[config.mk]
export PLATFORM = sky130hd
export DESIGN_NAME = socks5_connect_handshake_unit
export DESIGN_NICKNAME = d
export VERILOG_FILES = /design/src/sv/s5h_pkg.sv /design/src/sv/s5h_front.sv /design/src/sv/s5h_fifo.sv /design/src/sv/s5h_back.sv /design/src/sv/socks5_connect_handshake_unit.sv
export SDC_FILE = /design/constraint.sdc
export NUM_CORES = 1
export LEC_CHECK = 0
export CAP_MARGIN = 20
export CORE_ASPECT_RATIO = 1.1
export CORE_UTILIZATION = 39
export CTS_BUF_LIST = sky130_fd_sc_hd__clkbuf_2 sky130_fd_sc_hd__clkbuf_4 sky130_fd_sc_hd__clkbuf_8
export CTS_CLUSTER_SIZE = 8
export DETAILED_ROUTE_END_ITERATION = 7
export DONT_BUFFER_PORTS = 1
export GPL_TIMING_DRIVEN = 0
export SYNTH_ARGS = -nofsm -noshare
export SYNTH_HDL_FRONTEND = slang
export SYNTH_SLANG_ARGS = --single-unit
[constraint.sdc]
create_clock -name clock -period 4.38 [get_ports clock]
set_input_delay 0.876 -clock clock [delete_from_list [all_inputs] [get_ports clock]]
set_output_delay 0.876 -clock clock [all_outputs]
set_load 0.05 [all_outputs]
[src/sv/s5h_pkg.sv]
// Shared types, codes and byte constants for the SOCKS5 connect handshake unit.
`timescale 1ns / 1ps

package s5h_pkg;

   // Request opcodes.
   localparam logic [1:0] OP_START = 2'd0;
   localparam logic [1:0] OP_HOST  = 2'd1;
   localparam logic [1:0] OP_RX    = 2'd2;

   // Status codes reported to the user.
   localparam logic [2:0] ST_CONNECTED     = 3'd0;
   localparam logic [2:0] ST_BAD_VERSION   = 3'd1;
   localparam logic [2:0] ST_AUTH_UNSUPP   = 3'd2;
   localparam logic [2:0] ST_HOST_INVALID  = 3'd3;
   localparam logic [2:0] ST_REPLY_BAD_VER = 3'd4;
   localparam logic [2:0] ST_CONNECT_FAIL  = 3'd5;
   localparam logic [2:0] ST_UNKNOWN_ATYP  = 3'd6;
   localparam logic [2:0] ST_OUT_OF_SEQ    = 3'd7;

   // Result kinds.
   localparam logic KIND_TX     = 1'b0;
   localparam logic KIND_STATUS = 1'b1;

   // Protocol bytes.
   localparam logic [7:0] SOCKS_VER      = 8'h05;
   localparam logic [7:0] NUM_METHODS    = 8'h01;
   localparam logic [7:0] METHOD_NO_AUTH = 8'h00;
   localparam logic [7:0] CMD_CONNECT    = 8'h01;
   localparam logic [7:0] RSV_BYTE       = 8'h00;
   localparam logic [7:0] REP_SUCCESS    = 8'h00;
   localparam logic [7:0] ATYP_IPV4      = 8'h01;
   localparam logic [7:0] ATYP_DOMAIN    = 8'h03;
   localparam logic [7:0] ATYP_IPV6      = 8'h04;

   // Bytes of bound address plus port to skip.
   localparam logic [8:0] SKIP_IPV4      = 9'd6;
   localparam logic [8:0] SKIP_IPV6      = 9'd18;
   localparam logic [8:0] SKIP_PORT      = 9'd2;

   // Work orders handed from the front end to the back end.
   typedef enum logic [2:0] {
      JOB_GREET     = 3'd0,
      JOB_REQUEST   = 3'd1,
      JOB_HOST      = 3'd2,
      JOB_HOST_PORT = 3'd3,
      JOB_STATUS    = 3'd4
   } job_type;

   typedef struct packed {
      job_type     job;
      logic [7:0]  data;
      logic [15:0] port;
      logic [2:0]  status;
   } desc_type;

   // Index of the final byte of each job.
   function automatic logic [2:0] job_last_idx(input job_type job);
      logic [2:0] idx;
      unique case (job)
         JOB_GREET:     idx = 3'd2;
         JOB_REQUEST:   idx = 3'd4;
         JOB_HOST_PORT: idx = 3'd2;
         default:       idx = 3'd0;
      endcase
      return idx;
   endfunction

endpackage

[src/sv/s5h_front.sv]
// Front end: accepts requests, runs the handshake sequence and issues jobs.
`timescale 1ns / 1ps

module s5h_front (
   input  logic              clock,
   input  logic              reset,
   input  logic              req_valid,
   output logic              req_stall,
   input  logic [1:0]        req_opcode,
   input  logic [7:0]        req_host_length,
   input  logic [15:0]       req_dest_port,
   input  logic [7:0]        req_host_byte,
   input  logic [7:0]        req_rx_byte,
   input  logic              queue_full,
   output logic              push,
   output s5h_pkg::desc_type push_desc
);
   import s5h_pkg::*;

   typedef enum logic [9:0] {
      PH_BLOCKED = 10'b0000000001,
      PH_CHOICE0 = 10'b0000000010,
      PH_CHOICE1 = 10'b0000000100,
      PH_HOST    = 10'b0000001000,
      PH_REP0    = 10'b0000010000,
      PH_REP1    = 10'b0000100000,
      PH_REP2    = 10'b0001000000,
      PH_REP3    = 10'b0010000000,
      PH_DOMLEN  = 10'b0100000000,
      PH_SKIP    = 10'b1000000000
   } phase_type;

   phase_type   phase_ff, phase_in;
   logic [8:0]  count_ff, count_in;
   logic [7:0]  host_len_ff, host_len_in;
   logic [15:0] port_ff, port_in;
   logic [2:0]  saved_ff, saved_in;

   logic        accept;
   logic [8:0]  count_inc;
   logic [8:0]  count_dec;
   logic [2:0]  choice_err;

   assign req_stall = queue_full;
   assign accept    = req_valid && !req_stall;
   assign count_inc = count_ff + 9'd1;
   assign count_dec = (count_ff != 9'd0) ? count_ff - 9'd1 : count_ff;

   always_comb begin
      choice_err = saved_ff;
      if (saved_ff == ST_CONNECTED && req_rx_byte != METHOD_NO_AUTH) begin
         choice_err = ST_AUTH_UNSUPP;
      end
   end

   always_comb begin
      phase_in    = phase_ff;
      count_in    = count_ff;
      host_len_in = host_len_ff;
      port_in     = port_ff;
      saved_in    = saved_ff;
      push        = 1'b0;
      push_desc   = '{job: JOB_STATUS, data: 8'd0, port: port_ff, status: ST_OUT_OF_SEQ};
      if (accept) begin
         unique case (req_opcode)
            OP_START: begin
               host_len_in   = req_host_length;
               port_in       = req_dest_port;
               count_in      = 9'd0;
               saved_in      = ST_CONNECTED;
               push          = 1'b1;
               push_desc.job = JOB_GREET;
               phase_in      = PH_CHOICE0;
            end
            OP_HOST: begin
               push = 1'b1;
               if (phase_ff != PH_HOST) begin
                  phase_in = PH_BLOCKED;
               end else begin
                  push_desc.data = req_host_byte;
                  push_desc.job  = JOB_HOST;
                  count_in       = count_inc;
                  if (count_inc >= {1'b0, host_len_ff}) begin
                     push_desc.job = JOB_HOST_PORT;
                     saved_in      = ST_CONNECTED;
                     phase_in      = PH_REP0;
                  end
               end
            end
            OP_RX: begin
               unique case (phase_ff)
                  PH_CHOICE0: begin
                     saved_in = (req_rx_byte == SOCKS_VER) ? ST_CONNECTED : ST_BAD_VERSION;
                     phase_in = PH_CHOICE1;
                  end
                  PH_CHOICE1: begin
                     saved_in = choice_err;
                     push     = 1'b1;
                     if (choice_err != ST_CONNECTED) begin
                        push_desc.status = choice_err;
                        phase_in         = PH_BLOCKED;
                     end else if (host_len_ff == 8'd0) begin
                        push_desc.status = ST_HOST_INVALID;
                        phase_in         = PH_BLOCKED;
                     end else begin
                        push_desc.job  = JOB_REQUEST;
                        push_desc.data = host_len_ff;
                        count_in       = 9'd0;
                        phase_in       = PH_HOST;
                     end
                  end
                  PH_REP0: begin
                     saved_in = (req_rx_byte == SOCKS_VER) ? ST_CONNECTED : ST_REPLY_BAD_VER;
                     phase_in = PH_REP1;
                  end
                  PH_REP1: begin
                     if (saved_ff == ST_CONNECTED && req_rx_byte != REP_SUCCESS) begin
                        saved_in = ST_CONNECT_FAIL;
                     end
                     phase_in = PH_REP2;
                  end
                  PH_REP2: begin
                     phase_in = PH_REP3;
                  end
                  PH_REP3: begin
                     if (saved_ff != ST_CONNECTED) begin
                        push             = 1'b1;
                        push_desc.status = saved_ff;
                        phase_in         = PH_BLOCKED;
                     end else if (req_rx_byte == ATYP_IPV4) begin
                        count_in = SKIP_IPV4;
                        phase_in = PH_SKIP;
                     end else if (req_rx_byte == ATYP_DOMAIN) begin
                        phase_in = PH_DOMLEN;
                     end else if (req_rx_byte == ATYP_IPV6) begin
                        count_in = SKIP_IPV6;
                        phase_in = PH_SKIP;
                     end else begin
                        push             = 1'b1;
                        push_desc.status = ST_UNKNOWN_ATYP;
                        phase_in         = PH_BLOCKED;
                     end
                  end
                  PH_DOMLEN: begin
                     count_in = {1'b0, req_rx_byte} + SKIP_PORT;
                     phase_in = PH_SKIP;
                  end
                  PH_SKIP: begin
                     count_in = count_dec;
                     if (count_dec == 9'd0) begin
                        push             = 1'b1;
                        push_desc.status = ST_CONNECTED;
                        phase_in         = PH_BLOCKED;
                     end
                  end
                  default: begin
                     push     = 1'b1;
                     phase_in = PH_BLOCKED;
                  end
               endcase
            end
            default: begin
               push     = 1'b1;
               phase_in = PH_BLOCKED;
            end
         endcase
      end
   end

   always_ff @(posedge clock) begin
      if (reset) begin
         phase_ff    <= PH_BLOCKED;
         count_ff    <= 9'd0;
         host_len_ff <= 8'd0;
         port_ff     <= 16'd0;
         saved_ff    <= ST_CONNECTED;
      end else begin
         phase_ff    <= phase_in;
         count_ff    <= count_in;
         host_len_ff <= host_len_in;
         port_ff     <= port_in;
         saved_ff    <= saved_in;
      end
   end

endmodule

[src/sv/s5h_fifo.sv]
// Short job queue between the front end and the back end.
`timescale 1ns / 1ps

module s5h_fifo #(
   parameter int DEPTH = 4
) (
   input  logic              clock,
   input  logic              reset,
   input  logic              push,
   input  s5h_pkg::desc_type push_desc,
   output logic              full,
   output logic              not_empty,
   input  logic              pop,
   output s5h_pkg::desc_type pop_desc
);
   import s5h_pkg::*;

   localparam int PTR_W = (DEPTH > 1) ? $clog2(DEPTH) : 1;
   localparam int CNT_W = $clog2(DEPTH + 1);

   desc_type         slot_ff [DEPTH];
   logic [PTR_W-1:0] wr_ptr_ff, wr_ptr_in;
   logic [PTR_W-1:0] rd_ptr_ff, rd_ptr_in;
   logic [CNT_W-1:0] fill_ff, fill_in;

   assign full      = (fill_ff == CNT_W'(DEPTH));
   assign not_empty = (fill_ff != '0);
   assign pop_desc  = slot_ff[rd_ptr_ff];

   always_comb begin
      wr_ptr_in = wr_ptr_ff;
      rd_ptr_in = rd_ptr_ff;
      fill_in   = fill_ff;
      if (push) begin
         wr_ptr_in = (wr_ptr_ff == PTR_W'(DEPTH - 1)) ? '0 : wr_ptr_ff + PTR_W'(1);
      end
      if (pop) begin
         rd_ptr_in = (rd_ptr_ff == PTR_W'(DEPTH - 1)) ? '0 : rd_ptr_ff + PTR_W'(1);
      end
      if (push && !pop) begin
         fill_in = fill_ff + CNT_W'(1);
      end else if (pop && !push) begin
         fill_in = fill_ff - CNT_W'(1);
      end
   end

   always_ff @(posedge clock) begin
      if (push) begin
         slot_ff[wr_ptr_ff] <= push_desc;
      end
   end

   always_ff @(posedge clock) begin
      if (reset) begin
         wr_ptr_ff <= '0;
         rd_ptr_ff <= '0;
         fill_ff   <= '0;
      end else begin
         wr_ptr_ff <= wr_ptr_in;
         rd_ptr_ff <= rd_ptr_in;
         fill_ff   <= fill_in;
      end
   end

endmodule

[src/sv/s5h_back.sv]
// Back end: expands each job into its results, one per cycle while rsp_stall is low.
`timescale 1ns / 1ps

module s5h_back (
   input  logic              clock,
   input  logic              reset,
   input  logic              job_ready,
   input  s5h_pkg::desc_type job_desc,
   output logic              job_pop,
   output logic              rsp_valid,
   input  logic              rsp_stall,
   output logic              rsp_kind,
   output logic [7:0]        rsp_tx_byte,
   output logic [2:0]        rsp_status,
   output logic              rsp_last
);
   import s5h_pkg::*;

   desc_type   cur_ff, cur_in;
   logic       busy_ff, busy_in;
   logic [2:0] idx_ff, idx_in;
   logic       fire;

   assign rsp_valid = busy_ff;
   assign fire      = busy_ff && !rsp_stall;
   assign rsp_last  = (idx_ff == job_last_idx(cur_ff.job));
   assign job_pop   = job_ready && (!busy_ff || (fire && rsp_last));

   always_comb begin
      rsp_kind    = KIND_TX;
      rsp_status  = ST_CONNECTED;
      rsp_tx_byte = 8'd0;
      unique case (cur_ff.job)
         JOB_GREET: begin
            unique case (idx_ff)
               3'd0:    rsp_tx_byte = SOCKS_VER;
               3'd1:    rsp_tx_byte = NUM_METHODS;
               default: rsp_tx_byte = METHOD_NO_AUTH;
            endcase
         end
         JOB_REQUEST: begin
            unique case (idx_ff)
               3'd0:    rsp_tx_byte = SOCKS_VER;
               3'd1:    rsp_tx_byte = CMD_CONNECT;
               3'd2:    rsp_tx_byte = RSV_BYTE;
               3'd3:    rsp_tx_byte = ATYP_DOMAIN;
               default: rsp_tx_byte = cur_ff.data;
            endcase
         end
         JOB_HOST: begin
            rsp_tx_byte = cur_ff.data;
         end
         JOB_HOST_PORT: begin
            unique case (idx_ff)
               3'd0:    rsp_tx_byte = cur_ff.data;
               3'd1:    rsp_tx_byte = cur_ff.port[15:8];
               default: rsp_tx_byte = cur_ff.port[7:0];
            endcase
         end
         default: begin
            rsp_kind   = KIND_STATUS;
            rsp_status = cur_ff.status;
         end
      endcase
   end

   always_comb begin
      cur_in  = cur_ff;
      busy_in = busy_ff;
      idx_in  = idx_ff;
      if (job_pop) begin
         cur_in  = job_desc;
         busy_in = 1'b1;
         idx_in  = 3'd0;
      end else if (fire) begin
         if (rsp_last) begin
            busy_in = 1'b0;
         end else begin
            idx_in = idx_ff + 3'd1;
         end
      end
   end

   always_ff @(posedge clock) begin
      if (reset) begin
         cur_ff  <= '0;
         busy_ff <= 1'b0;
         idx_ff  <= 3'd0;
      end else begin
         cur_ff  <= cur_in;
         busy_ff <= busy_in;
         idx_ff  <= idx_in;
      end
   end

endmodule

[src/sv/socks5_connect_handshake_unit.sv]
// Top level of the SOCKS5 client no-auth CONNECT handshake unit.
`timescale 1ns / 1ps

// Channel  | Direction | Handshake            | Payload
// req_     | in        | req_valid/req_stall  | opcode, host_length, dest_port, host_byte, rx_byte
// rsp_     | out       | rsp_valid/rsp_stall  | kind, tx_byte, status, last
//
// The front end classifies a request and updates the handshake state in the
// cycle it is accepted, so a new request can be taken every cycle while the
// job queue has room. Each request yields zero to five results and the back
// end sends one result per cycle while rsp_stall is low; the queue absorbs
// bursts, and a request that yields nothing takes no output time. With the
// back end idle, the first result is offered once its job has passed the
// queue and been loaded into the back end's registers. Reset is synchronous
// and leaves the unit blocked until a start request. req_stall is raised
// only when the job queue is full; rsp_stall holds the current result steady.

module socks5_connect_handshake_unit #(
   parameter int FIFO_DEPTH = 4
) (
   input  logic        clock,
   input  logic        reset,
   input  logic        req_valid,
   output logic        req_stall,
   input  logic [1:0]  req_opcode,
   input  logic [7:0]  req_host_length,
   input  logic [15:0] req_dest_port,
   input  logic [7:0]  req_host_byte,
   input  logic [7:0]  req_rx_byte,
   output logic        rsp_valid,
   input  logic        rsp_stall,
   output logic        rsp_kind,
   output logic [7:0]  rsp_tx_byte,
   output logic [2:0]  rsp_status,
   output logic        rsp_last
);
   import s5h_pkg::*;

   // Jobs from the front end into the queue.
   logic     push;
   desc_type push_desc;
   logic     queue_full;

   // Jobs out of the queue into the back end.
   logic     job_ready;
   logic     job_pop;
   desc_type job_desc;

   // The front end owns all protocol state; it never waits on the output side
   // except through the queue's full flag.
   s5h_front u_front (
      .clock           (clock),
      .reset           (reset),
      .req_valid       (req_valid),
      .req_stall       (req_stall),
      .req_opcode      (req_opcode),
      .req_host_length (req_host_length),
      .req_dest_port   (req_dest_port),
      .req_host_byte   (req_host_byte),
      .req_rx_byte     (req_rx_byte),
      .queue_full      (queue_full),
      .push            (push),
      .push_desc       (push_desc)
   );

   s5h_fifo #(
      .DEPTH (FIFO_DEPTH)
   ) u_fifo (
      .clock     (clock),
      .reset     (reset),
      .push      (push),
      .push_desc (push_desc),
      .full      (queue_full),
      .not_empty (job_ready),
      .pop       (job_pop),
      .pop_desc  (job_desc)
   );

   // The back end holds the job being sent in registers, and pulls the next
   // job in the same cycle its last result is taken, so results stream out
   // without gaps.
   s5h_back u_back (
      .clock       (clock),
      .reset       (reset),
      .job_ready   (job_ready),
      .job_desc    (job_desc),
      .job_pop     (job_pop),
      .rsp_valid   (rsp_valid),
      .rsp_stall   (rsp_stall),
      .rsp_kind    (rsp_kind),
      .rsp_tx_byte (rsp_tx_byte),
      .rsp_status  (rsp_status),
      .rsp_last    (rsp_last)
   );

endmodule

==> metrics.yaml, run 1 <==
worst_setup_path:
  path_cells: "clkbuf_1 > inv_1 > ha_1 > or3b_2 > o21ai_0 > nand4_1 > nor4_2 > o31a_4 > ha_1 > inv_1 > fa_1 > xor2_1 > or3_1 > a21oi_1"
  worstPathRequired_ps: 4820
  crit_path_end_kind: "flop"
  crit_buf_inv: 3
  crit_family: "simple AND/OR/NAND/NOR gates"
  critPathKind: "flop to flop"
  max_stage_delay_ps: 520
  startpoint_type: "flop"
  r2r-start: "u_front.count_ff[0]"
  cp_max_fo: 10
  critPathSlowestCell: "or3b_2"
  path_depth: 14
  ff2ff_path_depth: 14
  startpoint: "u_front.count_ff[0]"
  worst-endpoint-arrival_ps: 4340
global_route:
  antenna_found_initial: 0
  grt_pass1_wl_um: 40300
  grt_overflow: 0
  grt_pass1_vias: 7281
  grt_max_degree: 31
  grtUsageTotal_pct: 19.2
route:
  wl_um: 25800
  wl_per_cell_um: 19.0
  drt_first_pass_iters: 5
  num_vias: 7338
  drc: 0
  ant_nets: 0
  vias_per_cell: 5.40
  drt_iter0_markers: 496
yosys:
  synth-seq-area-share_pct: 51.0
  ys_ff_latch: 207
  synth.avg_cell_area_sq_um: 11.2
  synthFlopType: "edfxtp_1"
  synth_warnings: 0
  yosysMostFrequentCell: "edfxtp_1"
  ys_types: 78
  yosys.area.top_type: "edfxtp_1"
  synth_common_cells: "edfxtp_1 (120), nand2_1 (88), dfxtp_1 (87)"
  synth_nets: 1011
  synthCells: 937
  synth_edf_count: 120
  synth.area.top_cells: "edfxtp_1 (34%), dfxtp_1 (17%), mux4_2 (6.5%), nand2b_1 (4.9%), mux2i_1 (4.1%)"
  synthesis.area_sq_um: 10500
  yosysTopAreaCellShare_pct: 34.4
  synthArstFlopShare_pct: 0
cts:
  clockBufferDepth: 3
  clkTransAtPathRegs_ps: 60
  cts_buffers: 37
  clock-sinks: 207
  cts_tree: "yes"
  postCtsSetupRepairBufs: 0
  post_cts_resized: 0
  cts-htree-levels: 2
  cts-root-buf: "clkbuf_8"
  clock_latency_ps: 520
  holdBufCountCts: 0
placement:
  hpwl_um: 18800
  globalplace.congestion: 0.943
  post-place-ws_ps: 494
  port-buffer-count: 0
sta:
  timing.slew.headroom_pct: 25.0
  finalCritPeriodShare_pct: 89.1
  finalSetupViolCount: 0
  finClkSkew_ps: 20.4
  fin_ws_ps: 476
  fmax_ghz: 0.256
  hold_violations: 0
  rsz0062_at_grt: "false"
  worstMarginPinSlew_ps: 1130
  slew_viol_final: 0
  fin_crit_ps: 3900
  tns_ps: 0
cells_and_area:
  area_delta_synth_final_pct: 11.6
  layout.nets: 1051
  layout-drive-gt1-share_pct: 14.0
floorplanning:
  ios: 61
  dieArea_sq_um: 27500
  start_util_pct: 39.9
  die_y_um: 174
  die_w_um: 158
  core_region_area_sq_um: 26200
  placementRows: 62
outcome:
  outcome: "completed"
flow_run:
  drv_cap: 0
pwr:
  p_per_area_nw_per_um2: 501
  irDropWorstVdd_v: 0.000202
  leakagePower_nw: 4.06
min_path:
  hp-start: "u_back.cur_ff[2]"
  min_path_type: "flop to flop"
  holdPathStages: 2
-- logic make-up (layout without fill, tap and decap cells) --
kind of cell / count (synthesis) / after routing / synth area share (%)
buffers and inverters: 94 / 163 / 3.69
XOR/XNOR: 17 / 17 / 1.42
AO/OA/AOI/OAI: 177 / 177 / 11.7
multiplexers: 76 / 76 / 10.9
AND/OR/NAND/NOR: 338 / 338 / 17.8
flip-flops: 207 / 207 / 51.0
adder cells (fa/ha/maj): 28 / 28 / 3.42
other: 0 / 1 / 0
-- area by class of cell --
cell class / instances / area [sq um]
buffer: 67 / 285
multi-input combinational: 636 / 4750
timing repair buffer: 1 / 11.3
antenna: 1 / 2.50
clock buffer: 55 / 663
inverter: 27 / 101
sequential: 207 / 5350
clock inverter: 13 / 82.6
tap: 352 / 440
fill: 2554 / 14500
-- path summary, 6_finish.rpt --
path / endpoint / slack [ps]
worst max-delay path: u_fifo.fill_ff[2] / 480
worst min register to register: u_back.cur_ff[2] / 480
worst max register to register: u_fifo.fill_ff[2] / 480
worst min-delay path: u_back.cur_ff[2] / 480
-- layout by cell type, fill, tap and decap left out, types with 4 or more instances in the layout --
cell type | Yosys | routed
a22oi_1 | 19 | 19
o211ai_1 | 17 | 17
ha_1 | 27 | 27
mux4_2 | 30 | 30
nor2b_1 | 11 | 11
o2bb2ai_1 | 6 | 6
buf_1 | 9 | 9
clkbuf_4 | 0 | 15
inv_1 | 25 | 25
nand2b_1 | 82 | 82
nand2_1 | 88 | 88
o21a_1 | 5 | 5
a21oi_1 | 54 | 54
nand3_1 | 17 | 17
nor3_1 | 22 | 22
o21ai_1 | 7 | 7
mux2i_1 | 43 | 43
nor2_1 | 43 | 43
and2_2 | 0 | 4
buf_2 | 15 | 15
edfxtp_1 | 120 | 120
nor4_2 | 4 | 4
a31oi_1 | 6 | 6
a211oi_1 | 6 | 6
and2_1 | 11 | 7
or3_1 | 6 | 6
dfxtp_1 | 87 | 87
clkbuf_1 | 41 | 41
clkinv_1 | 0 | 8
nand4_1 | 12 | 12
xnor2_1 | 8 | 8
clkbuf_8 | 0 | 40
or4_1 | 9 | 9
xor2_1 | 9 | 9
nor4_1 | 9 | 9
a32oi_1 | 6 | 6
o21ai_0 | 19 | 19
-- stage by stage --
step / cells / util (%) / total power [mW] / hold WS [ps] / area [sq um]
after floorplan: 937 / - / 3.72 / 447 / 10500
after global placement: 1289 / 41.6 / 4.09 / 462 / 10900
after detailed placement: 1290 / 41.7 / 4.11 / 470 / 10900
after CTS: 1358 / 44.5 / 5.91 / 463 / 11700
after global routing: 1358 / 44.5 / 6.15 / 477 / 11700
final: 1359 / 44.6 / 5.85 / 477 / 11700
-- flip-flops by register name (all words and copies together) (netlist names) --
register             count
u_front.phase_ff        10
u_fifo.slot_ff         120
u_front.saved_ff         3
u_fifo.wr_ptr_ff         2
u_fifo.rd_ptr_ff         2
u_front.host_len_ff      8
u_back.cur_ff           30
u_back.idx_ff            3
u_front.count_ff         9
u_front.port_ff         16
u_back.rsp_valid         1
u_fifo.fill_ff           3
-- routing by layer --
layer  track usage, %  wire length, um  share of wire (%)  vias to the layer above
met5                0                0                  0                        -
met4             6.33              595                2.3                        0
met3             4.78             1800                7.0                       48
met2             31.9            12500                 49                      213
met1             24.2            10900                 42                     3520
li1                 -                -                  -                     3557
-- power by group --
part,internal [mW],switching (mW)
combinational,0.621,0.922
sequential,2.32,0.185
clock,1.03,0.769
-- worst reg2reg max path, delay by kind of cell, from the launching register on --
kind            cells  cell delay [ps]
compound gates      3              740
fa+ha+maj           3              860
xor+xnor            1              160
simple gates        4             1290
flops               1              350
buf+inv             3              460
No activity file was read; power rests on OpenSTA's default activity.
==> run 2, diff against run 1 <==
--- a/config.mk
+++ b/config.mk
@@ -6,7 +6,6 @@
 export NUM_CORES = 1
 export LEC_CHECK = 0
 export CAP_MARGIN = 20
-export CORE_ASPECT_RATIO = 1.1
 export CORE_UTILIZATION = 39
 export CTS_BUF_LIST = sky130_fd_sc_hd__clkbuf_2 sky130_fd_sc_hd__clkbuf_4 sky130_fd_sc_hd__clkbuf_8
 export CTS_CLUSTER_SIZE = 8
==> run 2 against run 1 <==
The run now ends with DRC left. Final cell count down 1.5%. Register-to-register slack worse by 160 ps. Die area about the same. First-iteration DRC count up 4.2%. Total power up 2.1%. Via count up 1.2%. Wire length down 1.1%.
==> metrics.yaml, run 2 (synthesis gave the netlist of run 1 again) <==
pwr:
  leakagePower_nw: 4.08
  irDropWorstVdd_v: 0.000197
  p_per_area_nw_per_um2: 510
worst_setup_path:
  reg2reg_slack_ps: 320
  crit_path_end_kind: "flop"
  critPathKind: "flop to flop"
  startpoint_type: "flop"
  cp_max_fo: 10
  ff2ff_path_depth: 14
  worstPathRequired_ps: 4820
  r2r-start: "u_front.count_ff[0]"
  worst-endpoint-arrival_ps: 4510
  r2r_end: "u_fifo.fill_ff[2]"
route:
  drt_iter0_markers: 517
  drt_first_pass_iters: 8
  wl_um: 25500
  vias_per_cell: 5.55
  num_vias: 7427
  wl_per_cell_um: 19.1
  drc: 10
  ant_nets: 0
cells_and_area:
  layout.nets: 1051
  utilization_pct: 44.7
  top_regs: "u_fifo.slot_ff: 120 flops, u_back.cur_ff: 30 flops, u_front.port_ff: 16 flops"
  layout_commonest_cell: "edfxtp_1"
  largest-register: "u_fifo.slot_ff"
  layout-drive-gt1-share_pct: 14.2
  area_delta_synth_final_pct: 11.8
  final_cell_mix: "edfxtp_1 (120), nand2_1 (88), dfxtp_1 (87)"
  largest_register_ffs: 120
floorplanning:
  die_w_um: 166
  start_util_pct: 40.0
  dieArea_sq_um: 27500
  die_y_um: 166
  placementRows: 59
  ios: 61
  core_region_area_sq_um: 26200
sta:
  timing.slew.headroom_pct: 24.7
  whs_ps: 476
  fin_crit_ps: 4060
  worstMarginPinSlew_ps: 1130
  rsz0062_at_grt: "false"
  finClkSkew_ps: 30.0
  finalSetupViolCount: 0
  fmax_ghz: 0.246
  fin_ws_ps: 315
  tns_ps: 0
  finalCritPeriodShare_pct: 92.8
  slew_viol_final: 0
  hold_violations: 0
cts:
  clock-sinks: 207
  clkTransAtPathRegs_ps: 70
  postCtsSetupRepairBufs: 0
  clock_latency_ps: 530
  cts_buffers: 36
  cts-htree-levels: 2
  holdBufCountCts: 0
  cts_tree: "yes"
  post_cts_resized: 0
  cts-root-buf: "clkbuf_8"
  clockBufferDepth: 3
outcome:
  violations: "DRC"
  outcome: "finished, violations left"
placement:
  globalplace.congestion: 0.923
  post-place-ws_ps: 314
  port-buffer-count: 0
  hpwl_um: 18300
global_route:
  grt_overflow: 0
  grtUsageTotal_pct: 18.7
  grt_max_degree: 31
  grt_pass1_wl_um: 40400
  grt_pass1_vias: 7284
  antenna_found_initial: 1
flow_run:
  drv_cap: 0
min_path:
  hold_path_end: "u_back.cur_ff[0]"
  hp-start: "u_back.cur_ff[0]"
  holdPathStages: 2
  min_path_type: "flop to flop"
==> run 2: changes by cell type in the layout (fill, tap and decap cells not counted), sizes merged <==
cell	before	now
inv	27	28
bufinv	1	3
clkinv	11	3
diode	1	2
buf	27	28
==> run 2: how the worst max path moves through the flow <==
stage,from,endpoint,slack [ps],cells past startpoint
2_1_floorplan,u_front.count_ff[0],u_fifo.fill_ff[2],940,15
3_3_place_gp,u_front.count_ff[0],u_fifo.slot_ff[3][14],-200,9
3_5_place_dp,u_front.count_ff[0],u_fifo.fill_ff[2],310,14
4_1_cts,u_front.count_ff[0],u_fifo.fill_ff[2],290,14
5_1_grt,u_front.count_ff[0],u_fifo.fill_ff[2],150,15
6_report,u_front.count_ff[0],u_fifo.fill_ff[2],320,14
==> run 2: per-stage QoR <==
step	area, sq um	instances	power, mW
3_5_place_dp	10900	1274	4.12
3_3_place_gp	10900	1272	4.09
5_1_grt	11700	1337	6.25
2_1_floorplan	10500	937	3.72
4_1_cts	11700	1337	6.03
6_report	11700	1339	5.97
==> run 2: per-layer routing <==
layer	GRT usage, %	up-vias	part of all wire [%]
li1	-	3561	-
met4	5.00	0	1.6
met1	25.4	3617	47
met2	30.2	207	46
met5	0	-	0
met3	3.98	42	5.9
==> run 2: report_power, final <==
part / internal (mW) / switching, mW / total, mW
clock network: 1.12 / 0.781 / 1.91
logic: 0.626 / 0.926 / 1.55
registers: 2.32 / 0.188 / 2.51
==> run 2: critical path, stage by stage (launching register included) <==
cell and delay, ps:
dfxtp_1 380, clkbuf_1 280, inv_1 180, ha_1 280, or3b_2 510, o21ai_0 360, nand4_1 200, nor4_4 300
o31a_4 250, ha_1 200, inv_1 60, fa_1 370, xor2_1 160, or3_1 310, a21oi_1 140
==> run 2: layout make-up <==
cell class | instances | area, sq um
fillers | 2405 | 14500
inverters | 27 | 101
clock buffers | 55 | 651
multi-input cells | 636 | 4760
plain buffers | 67 | 285
diodes | 2 | 5.00
flip-flops and latches | 207 | 5350
repair buffers | 2 | 22.5
clock inverters | 8 | 118
well taps | 335 | 419
